==> src/hw/rtl/mcbf_pkg.sv <==
// mcbf_pkg: shared constants, codes and types for the multi-category Bloom filter.
// No dependencies; used by every module under hw/rtl.
`default_nettype none
package mcbf_pkg;

  // parameter defaults
  localparam int FILTER_BITS_DEF = 262144;
  localparam int NUM_FILTERS_DEF = 9;
  localparam int NUM_PROBES_DEF  = 5;

  // search order register layout
  localparam int ORDER_SLOTS = 9;
  localparam int SLOT_W      = 4;
  localparam int ORDER_W     = ORDER_SLOTS * SLOT_W;
  localparam logic [ORDER_W-1:0] ORDER_RESET = 36'h806543271;

  localparam int BASE_W = 16;
  localparam logic [BASE_W-1:0] BASE_RESET = 16'd800;
  localparam int ID_W   = 17;

  // register indexes
  localparam int CFG_IDX_W = 1;
  localparam logic [CFG_IDX_W-1:0] CFG_SEARCH_ORDER  = 1'b0;
  localparam logic [CFG_IDX_W-1:0] CFG_CATEGORY_BASE = 1'b1;

  // probe words: little-endian 32-bit, every third byte
  localparam int DIGEST_W     = 128;
  localparam int PROBE_W      = 32;
  localparam int PROBE_STRIDE = 24;

  // filter memory word
  localparam int WORD_BITS = 64;
  localparam int WORD_LOG  = 6;

  typedef enum logic [1:0] {
    CMD_INSERT = 2'd0,
    CMD_QUERY  = 2'd1,
    CMD_CLEAR  = 2'd2,
    CMD_NOP    = 2'd3
  } cmd_t;

endpackage
`default_nettype wire

==> src/hw/rtl/mcbf_mod_unit.sv <==
// mcbf_mod_unit: reduces a 32-bit probe word modulo FILTER_BITS.
// Power-of-two sizes are masked directly; others use a reciprocal multiply,
// a multiply-subtract and one correction step, each registered. Depends on mcbf_pkg.
`default_nettype none
module mcbf_mod_unit #(
  parameter int FILTER_BITS = mcbf_pkg::FILTER_BITS_DEF
) (
  input  wire logic                           clk,
  input  wire logic                           rst_n,
  input  wire logic                           start,
  input  wire logic [mcbf_pkg::PROBE_W-1:0]   din,
  output logic                                done,
  output logic [$clog2(FILTER_BITS)-1:0]      rem
);
  localparam int  IDX_W   = $clog2(FILTER_BITS);
  localparam bit  IS_POW2 = (FILTER_BITS & (FILTER_BITS - 1)) == 0;
  // quotient estimate floor(x * M / 2^(31+IDX_W)) with M = floor(2^(31+IDX_W) / size)
  // is at most one low, so a single compare and subtract gives the remainder
  localparam logic [31:0] MAGIC = 32'((64'd1 << (31 + IDX_W)) / 64'(FILTER_BITS));
  localparam int  Q_W     = 33 - IDX_W;
  localparam int  D_W     = mcbf_pkg::PROBE_W + 2;

  logic                          v1_r, v2_r, v3_r;
  logic                          done_r;
  logic [mcbf_pkg::PROBE_W-1:0]  x_r;
  logic [Q_W-1:0]                q_r;
  logic [IDX_W:0]                d_r;
  logic [IDX_W-1:0]              r_r;
  logic [63:0]                   prod;
  logic [D_W-1:0]                diff;
  logic [IDX_W:0]                d_sub;
  logic [IDX_W-1:0]              r_nxt;

  assign prod  = 64'(x_r) * 64'(MAGIC);
  assign diff  = D_W'(x_r) - D_W'(q_r) * D_W'(FILTER_BITS);
  assign d_sub = d_r - (IDX_W+1)'(FILTER_BITS);
  assign r_nxt = (d_r >= (IDX_W+1)'(FILTER_BITS)) ? d_sub[IDX_W-1:0] : d_r[IDX_W-1:0];

  always_ff @(posedge clk) begin
    if (!rst_n) begin
      v1_r   <= 1'b0;
      v2_r   <= 1'b0;
      v3_r   <= 1'b0;
      done_r <= 1'b0;
    end else begin
      v1_r   <= start && !IS_POW2;
      v2_r   <= v1_r;
      v3_r   <= v2_r;
      done_r <= (start && IS_POW2) || v3_r;
    end
  end

  always_ff @(posedge clk) begin
    if (start) begin
      x_r <= din;
    end
    if (v1_r) begin
      q_r <= prod[31 + IDX_W +: Q_W];
    end
    if (v2_r) begin
      d_r <= diff[IDX_W:0];
    end
    if (start && IS_POW2) begin
      r_r <= din[IDX_W-1:0];
    end else if (v3_r) begin
      r_r <= r_nxt;
    end
  end

  assign done = done_r;
  assign rem  = r_r;

endmodule
`default_nettype wire

==> config.mk <==
export PLATFORM = sky130hd
export DESIGN_NAME = mcbf_mod_unit
export DESIGN_NICKNAME = d
export VERILOG_FILES = /design/src/hw/rtl/mcbf_pkg.sv /design/src/hw/rtl/mcbf_mod_unit.sv
export SDC_FILE = /design/constraint.sdc
export NUM_CORES = 1
export LEC_CHECK = 0
export BUFFER_PORTS_ARGS = -buffer_cell sky130_fd_sc_hd__buf_2
export CAP_MARGIN = 20
export CORE_MARGIN = 8
export CORE_UTILIZATION = 36
export CTS_CLUSTER_SIZE = 10
export DETAILED_ROUTE_END_ITERATION = 8
export HOLD_SLACK_MARGIN = 0.03
export PLACE_DENSITY = 0.79
export SLEW_MARGIN = 20
export SYNTH_ARGS = -nofsm -noshare
export SYNTH_HDL_FRONTEND = slang
export SYNTH_SLANG_ARGS = --single-unit
==> constraint.sdc <==
create_clock -name clk -period 1 [get_ports clk]
set_clock_uncertainty 0.05 [all_clocks]
set_input_delay 0.1 -clock clk [delete_from_list [all_inputs] [get_ports clk]]
set_output_delay 0.1 -clock clk [all_outputs]
set_load 0.01 [all_outputs]
==> flow_summary.json, run 1 <==
{
  "diodes": 0,
  "syn_nets": 55,
  "synth_cell_type_count": 3,
  "peakVddDrop_v": 0.00111,
  "cts_inserted_buffers": 3,
  "hold-path-endpoint": "rem[15]",
  "cp_slowest_cell": "edfxtp_1",
  "synth_top_area_cell": "edfxtp_1",
  "arrival_ns": 0.84,
  "die_x_um": 55.7,
  "yosys-top-cells-count": "edfxtp_1 (18), and2_1 (1), dfxtp_1 (1)",
  "status": "finished, final reports clean",
  "p_total_mw": 1.52,
  "placementRows": 14,
  "fmax_ghz": 1.01,
  "avgSynthCellArea_um2": 28.3,
  "start_util_pct": 38.1,
  "combinationalPowerShare_pct": 13.3,
  "antenna_found_initial": 0,
  "rsz0062_at_grt": "yes",
  "drc_errors": 0,
  "clk_pin_slew_ns": 0.10,
  "netSwitchingFraction_pct": 21.0,
  "async_reset_ff_share_pct": 0,
  "grt_pass1_vias": 479,
  "area_growth_syn_to_layout_pct": 76.4,
  "synth_edf_count": 18,
  "final_area_um2": 1000,
  "cp.required_ns": 0.85,
  "cts_tree": "built",
  "end_kind": "output port",
  "p_clk_share_pct": 24.1,
  "wl_per_cell_um": 14.4,
  "synth-main-ff-cell": "edfxtp_1",
  "tightest_slew_ns": 0.392,
  "core_region_area_um2": 1490,
  "place_area_um2": 782,
  "drtIter0Drc": 4,
  "synth-warning-count": 0,
  "hp-class": "in2reg",
  "cts_buffer_depth": 2,
  "worstHoldStart": "start",
  "maxCapViolations": 0,
  "final_util_pct": 67.1,
  "p_per_area_nw_per_um2": 1520,
  "yosysSeqAreaShare_pct": 98.9,
  "io_buffer_count": 39,
  "die_h_um": 55.7,
  "min_period_ns": 0.986,
  "post_cts_buffers": 0,
  "dieArea_um2": 3100,
  "nets": 118,
  "track_usage_pct": 9.50,
  "crit_family": "flip-flops",
  "hold_violations": 0,
  "cts_max_level": 1,
  "drive_above_1_share_pct": 52.4,
  "path_buf_inv": 1,
  "yosysMostFrequentCell": "edfxtp_1",
  "maxSlewViolCount": 0,
  "ant_nets": 0,
  "globalRouteOverflowTotal": 0,
  "p_int_mw": 1.20,
  "p_leak_nw": 0.439,
  "grt_max_degree": 20,
  "syn-cell-area_um2": 567,
  "yosys-top-cells-area": "edfxtp_1 (95%), dfxtp_1 (3.5%), and2_1 (1.1%)",
  "crit_chain": "buf_2",
  "slew_headroom_pct": 73.9,
  "fillers": 103,
  "synth-seq-cells": 19,
  "vias": 413,
  "root_buffer": "clkbuf_4",
  "seq_power_share_pct": 62.6,
  "gp_congestion": 0.645,
  "netlist.area_leader.share_pct": 95.4,
  "critical_path_class": "reg2out",
  "cp_max_fo": 1,
  "start_kind": "register",
  "min_period_over_period_pct": 98.6,
  "holdPathStages": 1,
  "avgViaCountPerCell": 4.21,
  "max_stage_delay_ns": 0.40,
  "io_pins": 54,
  "cts_sinks": 19,
  "setup_viol": 0,
  "p_sw_mw": 0.319,
  "grt_pass1_wl_um": 2280,
  "dr.pass1.iters": 2,
  "syn_inst": 20,
  "wirelength_um": 1410
}
[placed cells by master, fill, tap and decap left out, drive strengths merged]
cell type,n
edfxtp,18
and2,1
clkinv,1
clkbuf,3
buf,39
dlygate4sd3,19
dfxtp,1
[through the flow]
stage / setup WS (ns) / cells / hold WS (ns) / TNS [ns]
floorplan: 0.456 / 20 / 0.149 / 0
global placement: 0.174 / 75 / 0.227 / 0
detailed placement: 0.152 / 75 / 0.228 / 0
CTS: 0.0162 / 98 / 0.204 / 0
global route: -0.0397 / 98 / 0.209 / -0.180
finish: 0.0141 / 98 / 0.207 / 0
[kinds of logic (layout without fill, tap and decap cells)]
group	after synthesis	after routing	share of synthesized area, %
buffers and inverters	0	62	0
AND/OR/NAND/NOR	1	1	1.10
flip-flops	19	19	98.9
[routing by layer]
metal,global-route usage [%],share of wire [%],vias to the layer above
met3,5.94,8.5,0
li1,-,-,202
met5,0,0,-
met1,5.99,29,194
met4,2.11,0,0
met2,20.4,63,17
[sequential cells by signal, summed over array words and instances (netlist names)]
signal  count
done        1
rem        18
[power by group through the flow]
stage / Clock [mW] / Sequential [mW] / Combinational, mW
global route: 0.426 / 0.956 / 0.219
detailed placement: 0 / 0.969 / 0.147
floorplan: 0 / 1.01 / 0.00128
finish: 0.366 / 0.951 / 0.202
global placement: 0 / 0.966 / 0.144
CTS: 0.376 / 0.950 / 0.203
[worst max-delay path by stage]
stage / startpoint / endpoint / slack (ns) / depth (start not counted)
after global routing: rem[15] / rem[15] / -0.04 / 1
final: rem[15] / rem[15] / 0.01 / 1
after floorplan: rem[0] / rem[0] / 0.46 / 0
after detailed placement: start / rem[14] / 0.15 / 1
after global placement: start / rem[8] / 0.17 / 1
after CTS: rem[4] / rem[4] / 0.02 / 1
[what timing repair did]
item,4_1_cts,5_1_grt
endpoints found under the setup margin,0,12
gates resized for setup,0,0
hold buffers,19,0
endpoints found under the hold margin,19,0
[cell type report]
| class | instances | area (um^2) | area share (%) |
|---|---|---|---|
| clock buffer | 3 | 22.5 | 2.25 |
| clock inverter | 1 | 5.00 | 0.501 |
| multi-input combinational | 1 | 6.26 | 0.626 |
| sequential | 19 | 561 | 56.1 |
| tap | 16 | 20.0 | 2.00 |
| timing repair buffer | 58 | 385 | 38.5 |
No activity file was read; power rests on OpenSTA's default activity.
==> run 2: changes to the inputs <==
--- a/config.mk
+++ b/config.mk
@@ -5,6 +5,7 @@
 export SDC_FILE = /design/constraint.sdc
 export NUM_CORES = 1
 export LEC_CHECK = 0
+export ABC_AREA = 1
 export BUFFER_PORTS_ARGS = -buffer_cell sky130_fd_sc_hd__buf_2
 export CAP_MARGIN = 20
 export CORE_MARGIN = 8
==> run 2 against run 1 <==
Against the previous run:
- cell area is 2.0% higher
- core utilization up 1.3 points
- total power fell by 0.17%
- die area is 0.14% higher
- first-iteration DRC count increased by 50%
- clock power shrank 2%
- global-route usage is 1.2 points lower
- area after synthesis rose by 0.22%
- critical path depth unchanged
- maximum frequency up 2.7%
- non-clock buffer count grew 1
- critical endpoint is now rem[10]
==> flow_summary.json, run 2 <==
{
  "combinationalPowerShare_pct": 13.9,
  "wirelength_um": 1290,
  "slew_headroom_pct": 93.1,
  "end_kind": "output port",
  "mostFrequentLayoutCells": "buf_2 (39), dlygate4sd3_1 (19), edfxtp_1 (18)",
  "globalRouteOverflowTotal": 0,
  "die_h_um": 55.7,
  "critical_path_class": "reg2out",
  "p_int_mw": 1.21,
  "async_reset_ff_share_pct": 0,
  "hp-class": "in2reg",
  "fmax_ghz": 1.04,
  "synth-warning-count": 0,
  "synth_top_area_cell": "edfxtp_1",
  "grt_max_degree": 20,
  "core_region_area_um2": 1490,
  "rsz0062_at_grt": "yes",
  "synth_cell_type_count": 4,
  "totalNegativeSetupSlack_ns": 0,
  "cts_max_level": 1,
  "seq_power_share_pct": 62.5,
  "drtIter0Drc": 6,
  "holdPathStages": 2,
  "diodes": 0,
  "cts_sinks": 19,
  "peakVddDrop_v": 0.000705,
  "p_per_area_nw_per_um2": 1490,
  "cts_inserted_buffers": 3,
  "nets": 120,
  "start_kind": "register",
  "hold_violations": 0,
  "synth-main-ff-cell": "edfxtp_1",
  "place_area_um2": 803,
  "netSwitchingFraction_pct": 20.0,
  "whs_ns": 0.159,
  "io_pins": 54,
  "max_stage_delay_ns": 0.38,
  "clk_pin_slew_ns": 0.10,
  "dr.pass1.iters": 2,
  "cp.required_ns": 0.85,
  "drive_above_1_share_pct": 51.2,
  "tightest_slew_ns": 0.103,
  "worstHoldStart": "start",
  "fillers": 99,
  "avgSynthCellArea_um2": 27.0,
  "p_sw_mw": 0.303,
  "gp_congestion": 0.669,
  "grt_pass1_wl_um": 2080,
  "arrival_ns": 0.81,
  "syn_inst": 21,
  "drc_errors": 0,
  "start_util_pct": 38.2,
  "yosys-top-cells-area": "edfxtp_1 (95%), dfxtp_1 (3.5%), inv_1 (0.66%), nand2_1 (0.66%)",
  "maxCapViolations": 0,
  "cp_slowest_cell": "edfxtp_1",
  "maxSlewViolCount": 0,
  "min_period_over_period_pct": 96.0,
  "syn_nets": 56,
  "die_x_um": 55.7,
  "cts_buffer_depth": 2,
  "path_buf_inv": 1,
  "p_clk_share_pct": 23.6,
  "setup_viol": 0,
  "seqCellArea_um2": 561,
  "wl_per_cell_um": 12.9,
  "synth-seq-cells": 19,
  "io_buffer_count": 39,
  "area_growth_syn_to_layout_pct": 79.5,
  "final_common_cell": "buf_2",
  "multi_input_area_um2": 3.75,
  "dieArea_um2": 3100,
  "vias": 412,
  "p_leak_nw": 0.453,
  "min_period_ns": 0.960,
  "cts_tree": "built",
  "synth_edf_count": 18,
  "grt_pass1_vias": 447,
  "root_buffer": "clkbuf_4",
  "cts_resized": 0,
  "final_area_um2": 1020,
  "netlist.area_leader.share_pct": 95.2,
  "placementRows": 14,
  "crit_chain": "buf_2",
  "status": "finished, final reports clean",
  "ant_nets": 0,
  "antenna_found_initial": 0,
  "hold-path-endpoint": "rem[1]",
  "cp_max_fo": 1,
  "yosysSeqAreaShare_pct": 98.7,
  "yosys-top-cells-count": "edfxtp_1 (18), dfxtp_1 (1), inv_1 (1), nand2_1 (1)",
  "yosysMostFrequentCell": "edfxtp_1",
  "largest_register_ffs": 18,
  "crit_family": "flip-flops",
  "avgViaCountPerCell": 4.12,
  "track_usage_pct": 8.33,
  "syn-cell-area_um2": 568
}
## run 2: cells by family after synthesis
kind of cell / share of synthesized area [%]
buffers and inverters: 0.660
AND/OR/NAND/NOR: 0.660
flip-flops: 98.7
## run 2: worst max-delay path by stage
| stage | start | to | slack, ns | cells after the start |
|---|---|---|---|---|
| after floorplan | rem[0] | rem[0] | 0.46 | 0 |
| final | rem[10] | rem[10] | 0.04 | 1 |
| after CTS | rem[12] | rem[12] | 0.03 | 1 |
| after global placement | start | rem[13] | 0.30 | 2 |
| after global routing | rem[4] | rem[4] | -0.009 | 1 |
| after detailed placement | start | rem[10] | 0.28 | 2 |
## run 2: what timing repair did
| item | 4_1_cts | 5_1_grt |
|---|---|---|
| hold buffers | 19 | 0 |
| setup buffers | 0 | 0 |
| hold endpoints to repair | 19 | 0 |
| setup endpoints to repair | 0 | 4 |
## run 2: final cells by class
type                    instances  share of cell area [%]
inverters                       1                   0.368
clock buffers                   4                    2.58
multi-input cells               1                   0.368
flip-flops and latches         19                    55.0
well taps                      16                    1.96
repair buffers                 59                    39.8
## run 2: layer usage
| metal | global-route usage [%] | wire, um |
|---|---|---|
| met1 | 6.53 | 440 |
| met2 | 16.3 | 720 |
| met3 | 5.02 | 133 |
| met4 | 2.11 | 0 |
| met5 | 0 | 0 |
## run 2: metrics by stage
stage | std cells | total power, mW | setup WS (ns) | util [%]
3_3_place_gp | 77 | 1.12 | 0.296 | 53.9
4_1_cts | 100 | 1.54 | 0.0278 | 68.5
6_report | 100 | 1.52 | 0.0402 | 68.5
3_5_place_dp | 77 | 1.12 | 0.282 | 53.9
2_1_floorplan | 21 | 1.01 | 0.456 | -
5_1_grt | 100 | 1.59 | -0.00918 | 68.5
## run 2: power groups by stage
stage	Combinational, mW	Sequential (mW)	Clock [mW]
2_1_floorplan	0.00139	1.01	0
3_3_place_gp	0.154	0.965	0
3_5_place_dp	0.157	0.967	0
4_1_cts	0.214	0.949	0.376
5_1_grt	0.227	0.955	0.408
6_report	0.210	0.948	0.358
==> run 3: changes to the inputs <==
--- a/config.mk
+++ b/config.mk
@@ -8,12 +8,15 @@
 export ABC_AREA = 1
 export BUFFER_PORTS_ARGS = -buffer_cell sky130_fd_sc_hd__buf_2
 export CAP_MARGIN = 20
+export CELL_PAD_IN_SITES_DETAIL_PLACEMENT = 0
+export CELL_PAD_IN_SITES_GLOBAL_PLACEMENT = 2
+export CORE_ASPECT_RATIO = 2
 export CORE_MARGIN = 8
-export CORE_UTILIZATION = 36
+export CORE_UTILIZATION = 20
 export CTS_CLUSTER_SIZE = 10
 export DETAILED_ROUTE_END_ITERATION = 8
 export HOLD_SLACK_MARGIN = 0.03
-export PLACE_DENSITY = 0.79
+export PLACE_DENSITY_LB_ADDON = 0.1
 export SLEW_MARGIN = 20
 export SYNTH_ARGS = -nofsm -noshare
 export SYNTH_HDL_FRONTEND = slang
==> constraint.sdc (replaced) <==
create_clock -name clk -period 1.05 [get_ports clk]
set_clock_uncertainty 0.05 [all_clocks]
set_input_delay 0.105 -clock clk [delete_from_list [all_inputs] [get_ports clk]]
set_output_delay 0.105 -clock clk [all_outputs]
set_load 0.01 [all_outputs]
==> run 3 against run 2 <==
Against the previous run:
- non-clock buffer count increased by 1
- core utilization decreased by 30 points
- via count increased by 4.4%
- largest power group unchanged
- highest routed layer is now met4
==> flow_summary.json, run 3 (synthesized netlist as in run 2, its figures left out) <==
{
  "wl_per_cell_um": 14.0,
  "hp-class": "in2reg",
  "arrival_ns": 0.78,
  "min_period_over_period_pct": 88.9,
  "p_per_area_nw_per_um2": 1530,
  "place_area_um2": 815,
  "start_kind": "register",
  "clk_pin_slew_ns": 0.07,
  "wirelength_um": 1590,
  "final_util_pct": 38.4,
  "core_region_area_um2": 2740,
  "whs_ns": 0.173,
  "ant_nets": 0,
  "grt_max_degree": 12,
  "fillers": 257,
  "cts_inserted_buffers": 3,
  "tightest_slew_ns": 0.154,
  "peakVddDrop_v": 0.000728,
  "drive_above_1_share_pct": 51.8,
  "p_leak_nw": 0.460,
  "grt_pass1_vias": 511,
  "slew_headroom_pct": 89.7,
  "die_h_um": 91.4,
  "totalNegativeSetupSlack_ns": 0,
  "area_growth_syn_to_layout_pct": 84.8,
  "diodes": 0,
  "dr.pass1.iters": 1,
  "cts_max_level": 1,
  "rsz0062_at_grt": "no",
  "cts_resized": 0,
  "fmax_ghz": 1.07,
  "final_common_cell": "buf_2",
  "seqCellArea_um2": 561,
  "io_pins": 54,
  "min_period_ns": 0.934,
  "root_buffer": "clkbuf_8",
  "nets": 121,
  "post_cts_buffers": 0,
  "mostFrequentLayoutCells": "buf_2 (39), dlygate4sd3_1 (19), edfxtp_1 (18)",
  "stdcell_count": 114,
  "track_usage_pct": 6.60,
  "dieArea_um2": 4910,
  "drtIter0Drc": 0,
  "pre_cts_slack_ns": 0.287,
  "dp_cells": 91,
  "cts_sinks": 19,
  "gp_congestion": 0.629,
  "max_stage_delay_ns": 0.38,
  "maxCapViolations": 0,
  "largest_register_ffs": 18,
  "cp_max_fo": 1,
  "vias": 430,
  "final_area_um2": 1050,
  "start_util_pct": 20.8,
  "cp.required_ns": 0.89,
  "avgViaCountPerCell": 3.77,
  "hold_violations": 0,
  "cts_buffer_depth": 2,
  "placementRows": 27,
  "p_total_mw": 1.60,
  "end_kind": "output port",
  "status": "finished, final reports clean",
  "grt_pass1_wl_um": 2390,
  "cts_tree": "built",
  "drc_errors": 0,
  "crit_chain": "buf_2",
  "critical_path_class": "reg2out",
  "cp_slowest_cell": "edfxtp_1",
  "crit_family": "flip-flops",
  "maxSlewViolCount": 0,
  "path_buf_inv": 1,
  "die_x_um": 53.7,
  "layout_setup_ws_ns": 0.116,
  "setup_viol": 0,
  "io_buffer_count": 39,
  "multi_input_area_um2": 3.75,
  "antenna_found_initial": 0,
  "globalRouteOverflowTotal": 0
}
-- run 3: cell types whose count changed in the layout (fill, tap and decap cells not counted) --
| cell | previous run | this run |
|---|---|---|
| clkbuf_4 | 3 | 0 |
| clkbuf_8 | 0 | 3 |
| buf_4 | 0 | 2 |
| buf_12 | 1 | 0 |
-- run 3: path summary, 6_finish.rpt --
kind / slack [ns] / startpoint / cells past startpoint / to
worst min-delay path: 0.17 / start / 4 / done
worst max-delay path: 0.12 / rem[0] / 1 / rem[0]
-- run 3: report_power, final --
part           internal [mW]  switching, mW  total (mW)
combinational          0.114         0.0862       0.200
sequential             0.893         0.0128       0.906
clock                  0.269          0.227       0.496
-- run 3: layout make-up --
type / count / share of cell area (%)
Timing Repair Buffer: 60 / 38.1
Clock buffer: 4 / 4.29
Inverter: 1 / 0.358
Tap cell: 29 / 3.46
Sequential cell: 19 / 53.4
Multi-Input combinational cell: 1 / 0.358
-- run 3: timing repair --
action                     in CTS  in global routing
setup endpoints to repair       0                  0
hold endpoints to repair       19                  0
hold buffers                   19                  0
-- run 3: metal layers --
layer  part of all wire, %  GRT usage, %  up-vias  wire length (um)
met5                     0             0        -                 0
met4                  0.82          1.91        0                13
met3                    12          2.94        2               186
met2                    52          12.0       31               825
met1                    36          6.10      189               568
li1                      -             -      208                 -
